`src/rtl/bsm_pkg.sv`:
```
package bsm_pkg;

   // request codes on req_type
   localparam logic [1:0] REQ_STEP    = 2'd0;
   localparam logic [1:0] REQ_INVERT  = 2'd1;
   localparam logic [1:0] REQ_REVERSE = 2'd2;

   // configuration register indexes
   localparam logic [2:0] CSR_X_LEFT   = 3'd0;
   localparam logic [2:0] CSR_X_RIGHT  = 3'd1;
   localparam logic [2:0] CSR_Y_BOTTOM = 3'd2;
   localparam logic [2:0] CSR_Y_TOP    = 3'd3;
   localparam logic [2:0] CSR_SPEED    = 3'd4;

   localparam int SPRITE_SIZE = 32;

   localparam int QUEUE_DEPTH = 4;
   localparam int QPTR_W      = $clog2(QUEUE_DEPTH);
   localparam int QCNT_W      = $clog2(QUEUE_DEPTH + 1);

   typedef enum logic [1:0] {
      OP_STEP,
      OP_INVERT,
      OP_REVERSE
   } op_type;

   typedef struct packed {
      op_type      op;
      logic [2:0]  sprite;
      logic [14:0] rand_speed;
      logic        keep_x;
      logic        keep_y;
      logic [14:0] rand_x;
      logic [14:0] rand_y;
   } cmd_type;

   typedef struct packed {
      logic [11:0] x_left;
      logic [11:0] x_right;
      logic [11:0] y_bottom;
      logic [11:0] y_top;
      logic [3:0]  speed;
   } cfg_type;

   typedef struct packed {
      logic [31:0] pos_x;
      logic [31:0] pos_y;
      logic [20:0] vel_x;
      logic [20:0] vel_y;
      logic        drawn_inv;
   } rec_type;

   typedef enum logic [3:0] {
      ST_IDLE,
      ST_FETCH,
      ST_ROOT,
      ST_SCALE,
      ST_PLACE_X,
      ST_PLACE_Y,
      ST_BOUNCE,
      ST_DONE
   } state_type;

endpackage

```
`src/rtl/bouncing_sprite_motion.sv`:
```
// Sprite motion engine: a table of NUM_SPRITES sprites with 16.16 positions and
// velocities. A step request moves one sprite and returns one beat with its
// new pixel position and, for a running sprite, its old one; invert-toggle and
// reverse requests, unknown codes and out-of-range sprites return nothing.
// Requests go into a four-entry queue and are executed one at a time by a
// sequencer over a sprite RAM with registered read. Toggle and reverse act as
// they leave the queue; a step of a running sprite goes through fetch, add,
// bounce and write back; a first step runs the bit-serial square root that
// sets |vy|, then scale and placement. A result waits in an output register,
// so requests keep queueing while it is stalled; execution pauses only when
// the result register is still occupied. Configuration writes are always ready
// and take effect at once; write them only while the block is idle.
module bouncing_sprite_motion #(
   parameter int NUM_SPRITES = 8
) (
   input  logic               clock,
   input  logic               reset,
   input  logic               req_valid,
   output logic               req_stall,
   input  logic [1:0]         req_type,
   input  logic [2:0]         req_sprite_index,
   input  logic [14:0]        req_rand_speed,
   input  logic               req_keep_x_sign,
   input  logic               req_keep_y_sign,
   input  logic [14:0]        req_rand_x,
   input  logic [14:0]        req_rand_y,
   output logic               rsp_valid,
   input  logic               rsp_stall,
   output logic [2:0]         rsp_out_sprite,
   output logic               rsp_erase_valid,
   output logic signed [13:0] rsp_erase_x,
   output logic signed [13:0] rsp_erase_y,
   output logic               rsp_erase_inverted,
   output logic signed [13:0] rsp_draw_x,
   output logic signed [13:0] rsp_draw_y,
   output logic               rsp_draw_inverted,
   input  logic               csr_valid,
   output logic               csr_ready,
   input  logic [2:0]         csr_index,
   input  logic [11:0]        csr_wdata
);

   localparam int IDX_W = (NUM_SPRITES > 1) ? $clog2(NUM_SPRITES) : 1;

   bsm_pkg::cfg_type  cfg_ff, cfg_in;
   bsm_pkg::cmd_type  push_cmd;
   bsm_pkg::cmd_type  head;
   bsm_pkg::rec_type  ram_wr_data;
   bsm_pkg::rec_type  ram_rd_data;
   logic              push;
   logic              pop;
   logic              q_full;
   logic              q_empty;
   logic              ram_wr_en;
   logic [IDX_W-1:0]  ram_wr_addr;
   logic [IDX_W-1:0]  ram_rd_addr;

   assign csr_ready = 1'b1;

   always_comb begin
      cfg_in = cfg_ff;
      if (csr_valid) begin
         case (csr_index)
            bsm_pkg::CSR_X_LEFT:   cfg_in.x_left   = csr_wdata;
            bsm_pkg::CSR_X_RIGHT:  cfg_in.x_right  = csr_wdata;
            bsm_pkg::CSR_Y_BOTTOM: cfg_in.y_bottom = csr_wdata;
            bsm_pkg::CSR_Y_TOP:    cfg_in.y_top    = csr_wdata;
            bsm_pkg::CSR_SPEED:    cfg_in.speed    = csr_wdata[3:0];
            default: ;
         endcase
      end
   end

   always_ff @(posedge clock) begin
      if (reset) begin
         cfg_ff.x_left   <= 12'd0;
         cfg_ff.x_right  <= 12'd640;
         cfg_ff.y_bottom <= 12'd0;
         cfg_ff.y_top    <= 12'd480;
         cfg_ff.speed    <= 4'd3;
      end else begin
         cfg_ff <= cfg_in;
      end
   end

   bsm_front #(
      .NUM_SPRITES (NUM_SPRITES)
   ) u_front (
      .req_valid        (req_valid),
      .req_type         (req_type),
      .req_sprite_index (req_sprite_index),
      .req_rand_speed   (req_rand_speed),
      .req_keep_x_sign  (req_keep_x_sign),
      .req_keep_y_sign  (req_keep_y_sign),
      .req_rand_x       (req_rand_x),
      .req_rand_y       (req_rand_y),
      .q_full           (q_full),
      .req_stall        (req_stall),
      .push             (push),
      .push_cmd         (push_cmd)
   );

   bsm_fifo u_fifo (
      .clock    (clock),
      .reset    (reset),
      .push     (push),
      .push_cmd (push_cmd),
      .pop      (pop),
      .full     (q_full),
      .empty    (q_empty),
      .head     (head)
   );

   bsm_ram #(
      .WIDTH ($bits(bsm_pkg::rec_type)),
      .DEPTH (NUM_SPRITES)
   ) u_ram (
      .clock   (clock),
      .wr_en   (ram_wr_en),
      .wr_addr (ram_wr_addr),
      .wr_data (ram_wr_data),
      .rd_addr (ram_rd_addr),
      .rd_data (ram_rd_data)
   );

   bsm_back #(
      .NUM_SPRITES (NUM_SPRITES)
   ) u_back (
      .clock              (clock),
      .reset              (reset),
      .cfg                (cfg_ff),
      .q_empty            (q_empty),
      .head               (head),
      .pop                (pop),
      .ram_wr_en          (ram_wr_en),
      .ram_wr_addr        (ram_wr_addr),
      .ram_wr_data        (ram_wr_data),
      .ram_rd_addr        (ram_rd_addr),
      .ram_rd_data        (ram_rd_data),
      .rsp_valid          (rsp_valid),
      .rsp_stall          (rsp_stall),
      .rsp_out_sprite     (rsp_out_sprite),
      .rsp_erase_valid    (rsp_erase_valid),
      .rsp_erase_x        (rsp_erase_x),
      .rsp_erase_y        (rsp_erase_y),
      .rsp_erase_inverted (rsp_erase_inverted),
      .rsp_draw_x         (rsp_draw_x),
      .rsp_draw_y         (rsp_draw_y),
      .rsp_draw_inverted  (rsp_draw_inverted)
   );

endmodule

```
`src/rtl/bsm_ram.sv`:
```
module bsm_ram #(
   parameter int WIDTH = 8,
   parameter int DEPTH = 8,
   localparam int ADDR_W = (DEPTH > 1) ? $clog2(DEPTH) : 1
) (
   input  logic                    clock,
   input  logic                    wr_en,
   input  logic [ADDR_W-1:0]       wr_addr,
   input  logic [WIDTH-1:0]        wr_data,
   input  logic [ADDR_W-1:0]       rd_addr,
   output logic [WIDTH-1:0]        rd_data
);

   logic [WIDTH-1:0] mem_ff [DEPTH];

   always_ff @(posedge clock) begin
      if (wr_en) begin
         mem_ff[wr_addr] <= wr_data;
      end
      rd_data <= mem_ff[rd_addr];
   end

endmodule

```
`src/rtl/bsm_front.sv`:
```
module bsm_front #(
   parameter int NUM_SPRITES = 8
) (
   input  logic             req_valid,
   input  logic [1:0]       req_type,
   input  logic [2:0]       req_sprite_index,
   input  logic [14:0]      req_rand_speed,
   input  logic             req_keep_x_sign,
   input  logic             req_keep_y_sign,
   input  logic [14:0]      req_rand_x,
   input  logic [14:0]      req_rand_y,
   input  logic             q_full,
   output logic             req_stall,
   output logic             push,
   output bsm_pkg::cmd_type push_cmd
);

   logic useful;

   always_comb begin
      push_cmd.sprite     = req_sprite_index;
      push_cmd.rand_speed = req_rand_speed;
      push_cmd.keep_x     = req_keep_x_sign;
      push_cmd.keep_y     = req_keep_y_sign;
      push_cmd.rand_x     = req_rand_x;
      push_cmd.rand_y     = req_rand_y;
      push_cmd.op         = bsm_pkg::OP_STEP;
      useful              = 1'b0;
      case (req_type)
         bsm_pkg::REQ_STEP: begin
            push_cmd.op = bsm_pkg::OP_STEP;
            useful      = int'(req_sprite_index) < NUM_SPRITES;
         end
         bsm_pkg::REQ_INVERT: begin
            push_cmd.op = bsm_pkg::OP_INVERT;
            useful      = 1'b1;
         end
         bsm_pkg::REQ_REVERSE: begin
            push_cmd.op = bsm_pkg::OP_REVERSE;
            useful      = 1'b1;
         end
         default: begin
            useful = 1'b0;
         end
      endcase
   end

   // unknown codes and steps for out-of-range sprites are taken and dropped here
   assign req_stall = q_full;
   assign push      = req_valid & ~q_full & useful;

endmodule

```
`src/rtl/bsm_fifo.sv`:
```
module bsm_fifo (
   input  logic             clock,
   input  logic             reset,
   input  logic             push,
   input  bsm_pkg::cmd_type push_cmd,
   input  logic             pop,
   output logic             full,
   output logic             empty,
   output bsm_pkg::cmd_type head
);

   bsm_pkg::cmd_type                 q_ff [bsm_pkg::QUEUE_DEPTH];
   logic [bsm_pkg::QPTR_W-1:0]       wr_ptr_ff, wr_ptr_in;
   logic [bsm_pkg::QPTR_W-1:0]       rd_ptr_ff, rd_ptr_in;
   logic [bsm_pkg::QCNT_W-1:0]       count_ff, count_in;

   assign full  = count_ff == bsm_pkg::QCNT_W'(bsm_pkg::QUEUE_DEPTH);
   assign empty = count_ff == '0;
   assign head  = q_ff[rd_ptr_ff];

   always_comb begin
      wr_ptr_in = wr_ptr_ff;
      rd_ptr_in = rd_ptr_ff;
      count_in  = count_ff;
      if (push) begin
         wr_ptr_in = wr_ptr_ff + 1'b1;
      end
      if (pop) begin
         rd_ptr_in = rd_ptr_ff + 1'b1;
      end
      if (push && !pop) begin
         count_in = count_ff + 1'b1;
      end else if (pop && !push) begin
         count_in = count_ff - 1'b1;
      end
   end

   always_ff @(posedge clock) begin
      if (reset) begin
         wr_ptr_ff <= '0;
         rd_ptr_ff <= '0;
         count_ff  <= '0;
      end else begin
         wr_ptr_ff <= wr_ptr_in;
         rd_ptr_ff <= rd_ptr_in;
         count_ff  <= count_in;
      end
   end

   always_ff @(posedge clock) begin
      if (push) begin
         q_ff[wr_ptr_ff] <= push_cmd;
      end
   end

endmodule

```
`src/rtl/bsm_back.sv`:
```
module bsm_back #(
   parameter int NUM_SPRITES = 8,
   localparam int IDX_W = (NUM_SPRITES > 1) ? $clog2(NUM_SPRITES) : 1
) (
   input  logic                    clock,
   input  logic                    reset,
   input  bsm_pkg::cfg_type        cfg,
   input  logic                    q_empty,
   input  bsm_pkg::cmd_type        head,
   output logic                    pop,
   output logic                    ram_wr_en,
   output logic [IDX_W-1:0]        ram_wr_addr,
   output bsm_pkg::rec_type        ram_wr_data,
   output logic [IDX_W-1:0]        ram_rd_addr,
   input  bsm_pkg::rec_type        ram_rd_data,
   output logic                    rsp_valid,
   input  logic                    rsp_stall,
   output logic [2:0]              rsp_out_sprite,
   output logic                    rsp_erase_valid,
   output logic signed [13:0]      rsp_erase_x,
   output logic signed [13:0]      rsp_erase_y,
   output logic                    rsp_erase_inverted,
   output logic signed [13:0]      rsp_draw_x,
   output logic signed [13:0]      rsp_draw_y,
   output logic                    rsp_draw_inverted
);

   bsm_pkg::state_type  state_ff, state_in;
   bsm_pkg::cmd_type    cur_ff, cur_in;
   bsm_pkg::rec_type    old_ff, old_in;
   logic [NUM_SPRITES-1:0] known_ff, known_in;
   logic                invert_ff, invert_in;
   logic                reverse_ff, reverse_in;
   logic                erase_ff, erase_in;
   logic [15:0]         t_ff, t_in;
   logic [15:0]         r_ff, r_in;
   logic [3:0]          cnt_ff, cnt_in;
   logic [31:0]         nx_ff, nx_in;
   logic [31:0]         ny_ff, ny_in;
   logic [20:0]         vx_ff, vx_in;
   logic [20:0]         vy_ff, vy_in;

   logic                rsp_valid_ff, rsp_valid_in;
   logic [2:0]          out_sprite_ff, out_sprite_in;
   logic                erase_valid_ff, erase_valid_in;
   logic [13:0]         erase_x_ff, erase_x_in;
   logic [13:0]         erase_y_ff, erase_y_in;
   logic                erase_inv_ff, erase_inv_in;
   logic [13:0]         draw_x_ff, draw_x_in;
   logic [13:0]         draw_y_ff, draw_y_in;
   logic                draw_inv_ff, draw_inv_in;

   logic [IDX_W-1:0]    cur_addr;
   logic [15:0]         ax;
   logic [31:0]         ax_sq;
   logic [15:0]         cand;
   logic [31:0]         cand_sq;
   logic [19:0]         mag_x;
   logic [19:0]         mag_y;
   logic                neg_x;
   logic                neg_y;
   logic                place_y;
   logic [14:0]         place_rand;
   logic [11:0]         place_base;
   logic [11:0]         place_hi;
   logic signed [13:0]  place_span;
   logic signed [29:0]  place_prod;
   logic [31:0]         place_sum;
   logic [31:0]         eff_x;
   logic [31:0]         eff_y;
   logic signed [16:0]  xl;
   logic signed [16:0]  xr;
   logic signed [16:0]  yb;
   logic signed [16:0]  yt;
   logic signed [16:0]  ipx;
   logic signed [16:0]  ipy;
   logic                out_free;

   function automatic logic [31:0] eff_vel(input logic [20:0] v, input logic rev);
      logic [31:0] sv;
      sv = {{11{v[20]}}, v};
      return rev ? 32'd0 - sv : sv;
   endfunction

   assign cur_addr = IDX_W'(cur_ff.sprite);
   assign ax       = {cur_ff.rand_speed, 1'b0};
   assign ax_sq    = ax * ax;
   assign cand     = r_ff | (16'd1 << cnt_ff);
   assign cand_sq  = cand * cand;
   assign mag_x    = ax * cfg.speed;
   assign mag_y    = r_ff * cfg.speed;
   assign neg_x    = ~cur_ff.keep_x ^ reverse_ff;
   assign neg_y    = ~cur_ff.keep_y ^ reverse_ff;

   // start offset: rand * usable span * 2, signed, on top of the low edge
   assign place_y    = state_ff == bsm_pkg::ST_PLACE_Y;
   assign place_rand = place_y ? cur_ff.rand_y : cur_ff.rand_x;
   assign place_base = place_y ? cfg.y_bottom : cfg.x_left;
   assign place_hi   = place_y ? cfg.y_top : cfg.x_right;
   assign place_span = 14'(place_hi) - 14'(bsm_pkg::SPRITE_SIZE) - 14'(place_base);
   assign place_prod = $signed({1'b0, place_rand}) * place_span;
   assign place_sum  = {4'd0, place_base, 16'd0} + {place_prod[29], place_prod, 1'b0};

   assign eff_x = eff_vel(ram_rd_data.vel_x, reverse_ff);
   assign eff_y = eff_vel(ram_rd_data.vel_y, reverse_ff);

   assign xl  = $signed({5'd0, cfg.x_left});
   assign xr  = $signed({5'd0, cfg.x_right} - 17'(bsm_pkg::SPRITE_SIZE));
   assign yb  = $signed({5'd0, cfg.y_bottom});
   assign yt  = $signed({5'd0, cfg.y_top} - 17'(bsm_pkg::SPRITE_SIZE));
   assign ipx = $signed({nx_ff[31], nx_ff[31:16]});
   assign ipy = $signed({ny_ff[31], ny_ff[31:16]});

   assign out_free = ~rsp_valid_ff | ~rsp_stall;

   always_comb begin
      state_in       = state_ff;
      cur_in         = cur_ff;
      old_in         = old_ff;
      known_in       = known_ff;
      invert_in      = invert_ff;
      reverse_in     = reverse_ff;
      erase_in       = erase_ff;
      t_in           = t_ff;
      r_in           = r_ff;
      cnt_in         = cnt_ff;
      nx_in          = nx_ff;
      ny_in          = ny_ff;
      vx_in          = vx_ff;
      vy_in          = vy_ff;
      rsp_valid_in   = rsp_valid_ff & rsp_stall;
      out_sprite_in  = out_sprite_ff;
      erase_valid_in = erase_valid_ff;
      erase_x_in     = erase_x_ff;
      erase_y_in     = erase_y_ff;
      erase_inv_in   = erase_inv_ff;
      draw_x_in      = draw_x_ff;
      draw_y_in      = draw_y_ff;
      draw_inv_in    = draw_inv_ff;
      pop            = 1'b0;
      ram_wr_en      = 1'b0;
      ram_wr_addr    = cur_addr;
      ram_rd_addr    = IDX_W'(head.sprite);
      ram_wr_data.pos_x     = nx_ff;
      ram_wr_data.pos_y     = ny_ff;
      ram_wr_data.vel_x     = vx_ff;
      ram_wr_data.vel_y     = vy_ff;
      ram_wr_data.drawn_inv = invert_ff;

      case (state_ff)
         bsm_pkg::ST_IDLE: begin
            if (!q_empty) begin
               pop    = 1'b1;
               cur_in = head;
               case (head.op)
                  bsm_pkg::OP_INVERT:  invert_in  = ~invert_ff;
                  bsm_pkg::OP_REVERSE: reverse_in = ~reverse_ff;
                  bsm_pkg::OP_STEP:    state_in   = bsm_pkg::ST_FETCH;
                  default: ;
               endcase
            end
         end
         bsm_pkg::ST_FETCH: begin
            old_in = ram_rd_data;
            if (known_ff[cur_addr]) begin
               erase_in = 1'b1;
               nx_in    = ram_rd_data.pos_x + eff_x;
               ny_in    = ram_rd_data.pos_y + eff_y;
               vx_in    = ram_rd_data.vel_x;
               vy_in    = ram_rd_data.vel_y;
               state_in = bsm_pkg::ST_BOUNCE;
            end else begin
               erase_in = 1'b0;
               t_in     = ~ax_sq[31:16];
               r_in     = '0;
               cnt_in   = 4'd15;
               state_in = bsm_pkg::ST_ROOT;
            end
         end
         bsm_pkg::ST_ROOT: begin
            // one result bit a cycle, most significant first
            if (cand_sq[31:16] <= t_ff) begin
               r_in = cand;
            end
            cnt_in = cnt_ff - 1'b1;
            if (cnt_ff == '0) begin
               state_in = bsm_pkg::ST_SCALE;
            end
         end
         bsm_pkg::ST_SCALE: begin
            vx_in    = neg_x ? 21'd0 - {1'b0, mag_x} : {1'b0, mag_x};
            vy_in    = neg_y ? 21'd0 - {1'b0, mag_y} : {1'b0, mag_y};
            state_in = bsm_pkg::ST_PLACE_X;
         end
         bsm_pkg::ST_PLACE_X: begin
            nx_in    = place_sum;
            state_in = bsm_pkg::ST_PLACE_Y;
         end
         bsm_pkg::ST_PLACE_Y: begin
            ny_in    = place_sum;
            state_in = bsm_pkg::ST_DONE;
         end
         bsm_pkg::ST_BOUNCE: begin
            // reflection mirrors the position about the edge
            if (ipx < xl) begin
               nx_in = {xl[14:0], 17'd0} - nx_ff;
               vx_in = 21'd0 - vx_ff;
            end else if (ipx > xr) begin
               nx_in = {xr[14:0], 17'd0} - nx_ff;
               vx_in = 21'd0 - vx_ff;
            end
            if (ipy < yb) begin
               ny_in = {yb[14:0], 17'd0} - ny_ff;
               vy_in = 21'd0 - vy_ff;
            end else if (ipy >= yt) begin
               ny_in = {yt[14:0], 17'd0} - ny_ff;
               vy_in = 21'd0 - vy_ff;
            end
            state_in = bsm_pkg::ST_DONE;
         end
         bsm_pkg::ST_DONE: begin
            if (out_free) begin
               ram_wr_en          = 1'b1;
               known_in[cur_addr] = 1'b1;
               rsp_valid_in       = 1'b1;
               out_sprite_in      = cur_ff.sprite;
               erase_valid_in     = erase_ff;
               erase_x_in         = erase_ff ? old_ff.pos_x[29:16] : '0;
               erase_y_in         = erase_ff ? old_ff.pos_y[29:16] : '0;
               erase_inv_in       = erase_ff & old_ff.drawn_inv;
               draw_x_in          = nx_ff[29:16];
               draw_y_in          = ny_ff[29:16];
               draw_inv_in        = invert_ff;
               state_in           = bsm_pkg::ST_IDLE;
            end
         end
         default: begin
            state_in = bsm_pkg::ST_IDLE;
         end
      endcase
   end

   always_ff @(posedge clock) begin
      if (reset) begin
         state_ff     <= bsm_pkg::ST_IDLE;
         known_ff     <= '0;
         invert_ff    <= 1'b0;
         reverse_ff   <= 1'b0;
         rsp_valid_ff <= 1'b0;
      end else begin
         state_ff     <= state_in;
         known_ff     <= known_in;
         invert_ff    <= invert_in;
         reverse_ff   <= reverse_in;
         rsp_valid_ff <= rsp_valid_in;
      end
   end

   always_ff @(posedge clock) begin
      cur_ff         <= cur_in;
      old_ff         <= old_in;
      erase_ff       <= erase_in;
      t_ff           <= t_in;
      r_ff           <= r_in;
      cnt_ff         <= cnt_in;
      nx_ff          <= nx_in;
      ny_ff          <= ny_in;
      vx_ff          <= vx_in;
      vy_ff          <= vy_in;
      out_sprite_ff  <= out_sprite_in;
      erase_valid_ff <= erase_valid_in;
      erase_x_ff     <= erase_x_in;
      erase_y_ff     <= erase_y_in;
      erase_inv_ff   <= erase_inv_in;
      draw_x_ff      <= draw_x_in;
      draw_y_ff      <= draw_y_in;
      draw_inv_ff    <= draw_inv_in;
   end

   assign rsp_valid          = rsp_valid_ff;
   assign rsp_out_sprite     = out_sprite_ff;
   assign rsp_erase_valid    = erase_valid_ff;
   assign rsp_erase_x        = $signed(erase_x_ff);
   assign rsp_erase_y        = $signed(erase_y_ff);
   assign rsp_erase_inverted = erase_inv_ff;
   assign rsp_draw_x         = $signed(draw_x_ff);
   assign rsp_draw_y         = $signed(draw_y_ff);
   assign rsp_draw_inverted  = draw_inv_ff;

endmodule

```
`config.mk`:
```
export PLATFORM = sky130hd
export DESIGN_NAME = bouncing_sprite_motion
export DESIGN_NICKNAME = d
export VERILOG_FILES = /design/src/rtl/bsm_pkg.sv /design/src/rtl/bouncing_sprite_motion.sv /design/src/rtl/bsm_ram.sv /design/src/rtl/bsm_front.sv /design/src/rtl/bsm_fifo.sv /design/src/rtl/bsm_back.sv
export SDC_FILE = /design/constraint.sdc
export NUM_CORES = 2
export LEC_CHECK = 0
export ABC_CLOCK_PERIOD_IN_PS = 15200
export BUFFER_PORTS_ARGS = -buffer_cell sky130_fd_sc_hd__buf_4
export CAP_MARGIN = 20
export CORE_ASPECT_RATIO = 1.1
export CORE_MARGIN = 10
export CORE_UTILIZATION = 45
export DETAILED_ROUTE_END_ITERATION = 10
export PLACE_DENSITY = 0.7
export SYNTH_ARGS = -nofsm -noshare
export SYNTH_HDL_FRONTEND = slang
export SYNTH_SLANG_ARGS = --single-unit
export TNS_END_PERCENT = 5
```
`constraint.sdc`:
```
create_clock -name clock -period 15.2 [get_ports clock]
set_input_delay 0 -clock clock [delete_from_list [all_inputs] [get_ports clock]]
set_output_delay 0 -clock clock [all_outputs]
set_load 0.005 [all_outputs]
```
[Word level (Yosys, flattened, before mapping)]
Memories as Yosys holds them, arrays and structs flattened. A register that Yosys moved wholly into a read port is not among the register bits.
Cells that the tools add are included.
Storage, ports and cells
  ROM bits: 0
  latch bits: 0
  bits in writable memories: 1064
  memories: 2
  word-level logic and storage cells: 209
  output and inout bits: 65
  bits in registers: 390
  input port bits: 72
Memories
  u_ram.mem_ff: depth 8, bits a word 107, read ports 1, clocked after Yosys merged registers in 1, wr ports 1, line bsm_ram.sv:14  | logic [WIDTH-1:0] mem_ff [DEPTH];
  u_fifo.q_ff: depth 4, bits a word 52, read ports 1, clocked after Yosys merged registers in 1, wr ports 1, line bsm_fifo.sv:12  | bsm_pkg::cmd_type q_ff [bsm_pkg::QUEUE_DEPTH];
Cells by class
  bitwise operators: 19
  add/sub/neg operators: 22
  div/mod/pow operators: 0
  $lt $le $gt $ge: 7
  reductions and logical operators: 35
  shift operators: 1
  multipliers: 5
  mux-type cells: 55
  equality and inequality tests: 25
Operator list (number)
  $mux 32: 8
  $pmux 32 s3: 2
  $mux 21: 8
  $pmux 21 s3: 2
  $add 32x32->32: 2
  $sub 29x32->32: 2
  $sub 32x32->32: 2
  $sub 1x21->22 const A: 2
  $sub 1x20->21 const A: 2
  $sub 1x21->21 const A: 2
  $sub 12x6->13 const B: 3
  $add 29x31->32: 1
  $lt 16x13->1: 2
  $mul 16x16->32: 1
  $mux 16: 2
  $pmux 16 s2: 1
  $mul 15x15->30: 1
  $mul 16x14->30: 1
  $pmux 4 s7: 1
  $mux 12: 2
  $reduce_and 3->1: 7
  $mul 16x4->20: 1
  $mux 4: 5
  $mul 15x4->19: 1
  48 further kinds: 108

[Logic depth before layout (Yosys ltp)]
  depth after elaboration: 8
  gate-level depth with buffers: 52
  gate-level depth less buffers: 49

[Hierarchy]
From an unflattened synthesis, not the netlist that was laid out.
Second synthesis, totals
  cell total of the unflattened synthesis: 6921
  area total of the unflattened synthesis: 90340.4 um^2
By module, submodules not included
  bsm_back: area an instance 45458.6 um^2, instances 1, cells an instance 4993, sequential area each 8808.4 um^2
  bsm_ram: area an instance 34326.7 um^2, instances 1, cells an instance 1357, sequential area each 27846.7 um^2
  bsm_fifo: area an instance 7993.9 um^2, instances 1, cells an instance 316, sequential area each 6426.2 um^2
  bouncing_sprite_motion: area an instance 2147.1 um^2, instances 1, cells an instance 200, sequential area each 1041.0 um^2
  bsm_front: area an instance 414.1 um^2, instances 1, cells an instance 55, sequential area each 0.0 um^2

[Worst setup path before layout]
Ideal clock, no wire load.
  kind: register -> register
  start point: reg u_back.state_ff[2]
  end point: mem u_ram.mem_ff[1][0] (netlist name) (enable)
  buffers on the path: 1
  clock period less this slack: 12.415 ns
  setup time: 0.705 ns
  required time: 14.495 ns
  slack: 2.785 ns
  stages on the path, launching flop included: 6
  data arrival time: 11.710 ns
  cells stage by stage: dfxtp_1 -> clkbuf_1 -> nand2_1 -> a21oi_1 -> nand2_1 -> nor3_1
On the way
  word-level cells in the longest chain between the ends: 4
RTL lines
  start, declared: line bsm_back.sv:28  | bsm_pkg::state_type state_ff, state_in;
  start signal, assigned: line bsm_back.sv:245  | state_ff <= bsm_pkg::ST_IDLE;
  start signal, assigned: line bsm_back.sv:251  | state_ff <= state_in;
  $eq 4x3->1: line bsm_back.sv:150  | case (state_ff)
  $mux 1: line bsm_back.sv:150
  via ram_wr_en: line bouncing_sprite_motion.sv:54  | logic ram_wr_en;
  $mux 1: line bsm_ram.sv:17  | if (wr_en) begin
  $mux 1 (not written as such): line bsm_ram.sv:18  | mem_ff[wr_addr] <= wr_data;
  end, declared: line bsm_ram.sv:14
The timed path passes the listed nets, and every way through them passes these cells.

[Final worst setup path]
  start point: reg u_back.state_ff[1]
  end point: reg u_back.nx_ff[29], data pin
On the way
  word-level cells in the longest chain between the ends: 7
  elaborated cells on any way between the ends: 12
  those cells by class: add/sub (3); mul (1); eq/ne (4); mux (4)
RTL lines
  $eq 4x3->1: line bsm_back.sv:96  | assign place_y = state_ff == bsm_pkg::ST_PLACE_Y;
  $mux 12: line bsm_back.sv:99  | assign place_hi = place_y ? cfg.y_top : cfg.x_right;
  $sub 12x6->13: line bsm_back.sv:100  | assign place_span = 14'(place_hi) - 14'(bsm_pkg::SPRITE_SIZE) - 14'(place_base);
  $sub 14x12->14: line bsm_back.sv:100
  $mul 16x14->30: line bsm_back.sv:101  | assign place_prod = $signed({1'b0, place_rand}) * place_span;
  $add 29x31->32: line bsm_back.sv:102  | assign place_sum = {4'd0, place_base, 16'd0} + {place_prod[29], place_prod, 1'b0};
  $pmux 32 s3 (*): line bsm_back.sv:150
  via u_back.nx_in[29]: line bsm_back.sv:38  | logic [31:0] nx_ff, nx_in;
  end signal, assigned: line bsm_back.sv:266  | nx_ff <= nx_in;
  end, declared: line bsm_back.sv:38
Mark *: on every way through the listed nets, which the timed path passes. The rest lies on a longest branch.
A chain may end at the register's enable or synchronous reset.

==> flow_summary.json <==
{
  "dp_hpwl_mm": 154,
  "synth_edf_count": 1348,
  "clock_sink_count": 1530,
  "cp_slowest_cell": "buf_4",
  "wl_mm": 222,
  "critPathArrivalTime_ps": 13030,
  "final_nets": 8278,
  "cp_top_family": "adder cells",
  "period_share": 0.820,
  "num_vias": 55800,
  "path_buf_inv": 7,
  "yosysSeqAreaShare": 0.497,
  "n_fill_cell": 16400,
  "clk_latency_ps": 820,
  "track_usage": 0.205,
  "drive_above_1_share": 0.124,
  "setup_tns_ps": 0,
  "finalHoldViolCount": 0,
  "maxCapViolCount": 0,
  "slew_violations": 0,
  "first_pass_iters": 6,
  "setup_viol": 0,
  "ys_ff_latch": 1530,
  "clk_pin_slew_worst_paths_ps": 60,
  "relSlewSlack": 0.187,
  "viasPerCell": 5.65,
  "avgSynthCellArea_sq_um": 12.9,
  "fin_worst_skew_ps": 52.6,
  "status": "completed",
  "io_buffer_count": 135,
  "end_kind": "flip-flop",
  "critical_path.startpoint": "u_back.state_ff[1]",
  "slowest_delay_ps": 580,
  "cts-resized-gates": 0,
  "core_sq_um": 196000,
  "antenna_left": 0,
  "grt_overflow": 0,
  "synthArstFlopShare": 0,
  "crit_fanout": 53,
  "antenna_found_initial": 12,
  "io_pins": 137,
  "r2r_slack_ps": 2740,
  "grt_pass1_vias": 57900,
  "wl_per_cell_microns": 22.5,
  "utilization": 0.511,
  "fin_area_sq_um": 99900,
  "die_height_microns": 486,
  "worst_pin_slew_ps": 1210,
  "drt_iter0_markers": 4684,
  "gp_congestion": 0.923,
  "cts.htree.levels": 4,
  "postPlaceCellArea_sq_um": 93000,
  "r2r.worst_path.cells": 46,
  "cts_made_buffers": 159,
  "synthCells": 6870,
  "die-width_microns": 444,
  "r2r_start": "u_back.state_ff[1]",
  "grt_pass1_wl_mm": 344,
  "rsz0062_at_grt": "false",
  "worstSetupPathType": "flip-flop to flip-flop",
  "required_ps": 15770,
  "dieArea_sq_um": 216000,
  "cp.depth": 46,
  "hp-class": "input pin to flip-flop",
  "netlist_area_sq_um": 88800,
  "drcViolationCount": 0,
  "endpoint": "u_back.nx_ff[29]",
  "num_rows": 170,
  "ys.flop_type": "edfxtp_1",
  "ys_types": 83,
  "areaGrowthSynthToFinish_pct": 12.5,
  "syn-num-nets": 8004,
  "max_freq_mhz": 80.3,
  "initial_core_util": 0.454,
  "cts_max_path_buffers": 3,
  "cts_tree": "done",
  "yosys_warnings": 0,
  "reg2reg_to": "u_back.nx_ff[29]",
  "critPathLaunchType": "flip-flop",
  "grt_max_degree": 109,
  "cts-root-buf": "clkbuf_16",
  "period_needed_ps": 12460
}
synth_stat cells, drive strengths merged (36+ instances only):
cell,count,area share
nor2,393,0.017
nand2b,59,0.0042
o221ai,36,0.0035
xor2,123,0.012
o21ai,216,0.012
a22oi,44,0.0037
inv,784,0.033
ha,548,0.077
edfxtp,1348,0.46
nor3,89,0.0050
a21oi,245,0.014
mux2,113,0.014
mux4,266,0.067
and2,156,0.011
xnor2,217,0.021
a21o,84,0.0071
dfxtp,182,0.041
fa,514,0.12
nand2,626,0.026
nand3,69,0.0039
clkbuf,195,0.0083
nor2b,59,0.0042
worst min path at each step:
stage	startpoint	to	slack, ps	cells past startpoint
finish	csr_wdata[6]	cfg_ff[34]	50	4
CTS	csr_wdata[6]	cfg_ff[34]	5	4
global route	req_rand_x[2]	u_fifo.q_ff[2][17]	40	2
global placement	req_rand_speed[2]	u_fifo.q_ff[2][34]	200	1
detailed placement	req_rand_y[4]	u_fifo.q_ff[3][4]	200	1
floorplan	req_rand_y[0]	u_fifo.q_ff[0][0]	100	0
worst reg2reg max path, delay by kind of cell (launching register included):
kind	cells	cell delay, ps
AND/OR/NAND/NOR	7	1460
AO/OA/AOI/OAI	19	4040
flip-flops	1	350
buffers and inverters	7	1190
XOR/XNOR	3	960
adder cells (fa/ha/maj)	10	4190
cell type report:
class | count | area [sq um] | share of cell area
Inverter | 790 | 2970 | 0.0297
Timing Repair Buffer | 337 | 2960 | 0.0296
Tap cell | 2580 | 3230 | 0.0323
Clock buffer | 211 | 4320 | 0.0433
Multi-Input combinational cell | 4326 | 41100 | 0.411
Antenna cell | 7 | 17.5 | 0.000175
Sequential cell | 1530 | 44100 | 0.442
Clock inverter | 87 | 1220 | 0.0122
kinds of logic after synthesis:
family,count (synthesis),synth area share
simple gates,1646,0.0864
mux,410,0.0853
fa+ha+maj,1062,0.193
buf+inv,1014,0.0429
xor+xnor,340,0.0336
compound gates,867,0.0620
other cells,1,0.0000422
flops,1530,0.497
what timing repair did:
item / in CTS / in global routing
hold buffers: 129 / 0
hold endpoints to repair: 304 / 0
setup buffers: 0 / 0
placed cells by master (no fill, tap or decap), types with 214 or more instances in the layout:
| cell type | instances |
|---|---|
| a21oi_1 | 243 |
| nand2_1 | 625 |
| fa_1 | 514 |
| o21ai_0 | 214 |
| edfxtp_1 | 1348 |
| ha_1 | 548 |
| nor2_1 | 384 |
| mux4_2 | 263 |
| inv_1 | 782 |
| xnor2_1 | 214 |
sequential cells by signal, indices dropped and copies added (netlist names), 29 cells and up, named ones only:
register / cells
u_ram.rd_data: 107
u_back.nx_ff: 32
u_back.cur_ff: 32
u_fifo.q_ff: 208
u_back.ny_ff: 32
cfg_ff: 52
u_ram.mem_ff: 856
u_back.old_ff: 29
metrics by stage:
stage | cells | hold WS (ps) | setup slack [ps]
finish | 9868 | 50.5 | 2740
global route | 9864 | 38.6 | 1790
CTS | 9857 | 4.82 | 2760
detailed placement | 9430 | 204 | 2860
global placement | 9428 | 199 | 2570
floorplan | 6870 | 98.9 | 2780
routing by layer:
metal / vias to the layer above / track usage / wire, microns / part of all wire
li1: 24900 / - / - / -
met3: 501 / 0.0328 / 14800 / 0.067
met2: 1993 / 0.342 / 107000 / 0.48
met5: - / 0 / 62 / 0.00028
met4: 10 / 0.0893 / 10400 / 0.047
met1: 28300 / 0.264 / 90400 / 0.41
Power is left out: the tool's default activity adds up to more than one toggle a clock period on the data nets, which glitch-free logic cannot reach.
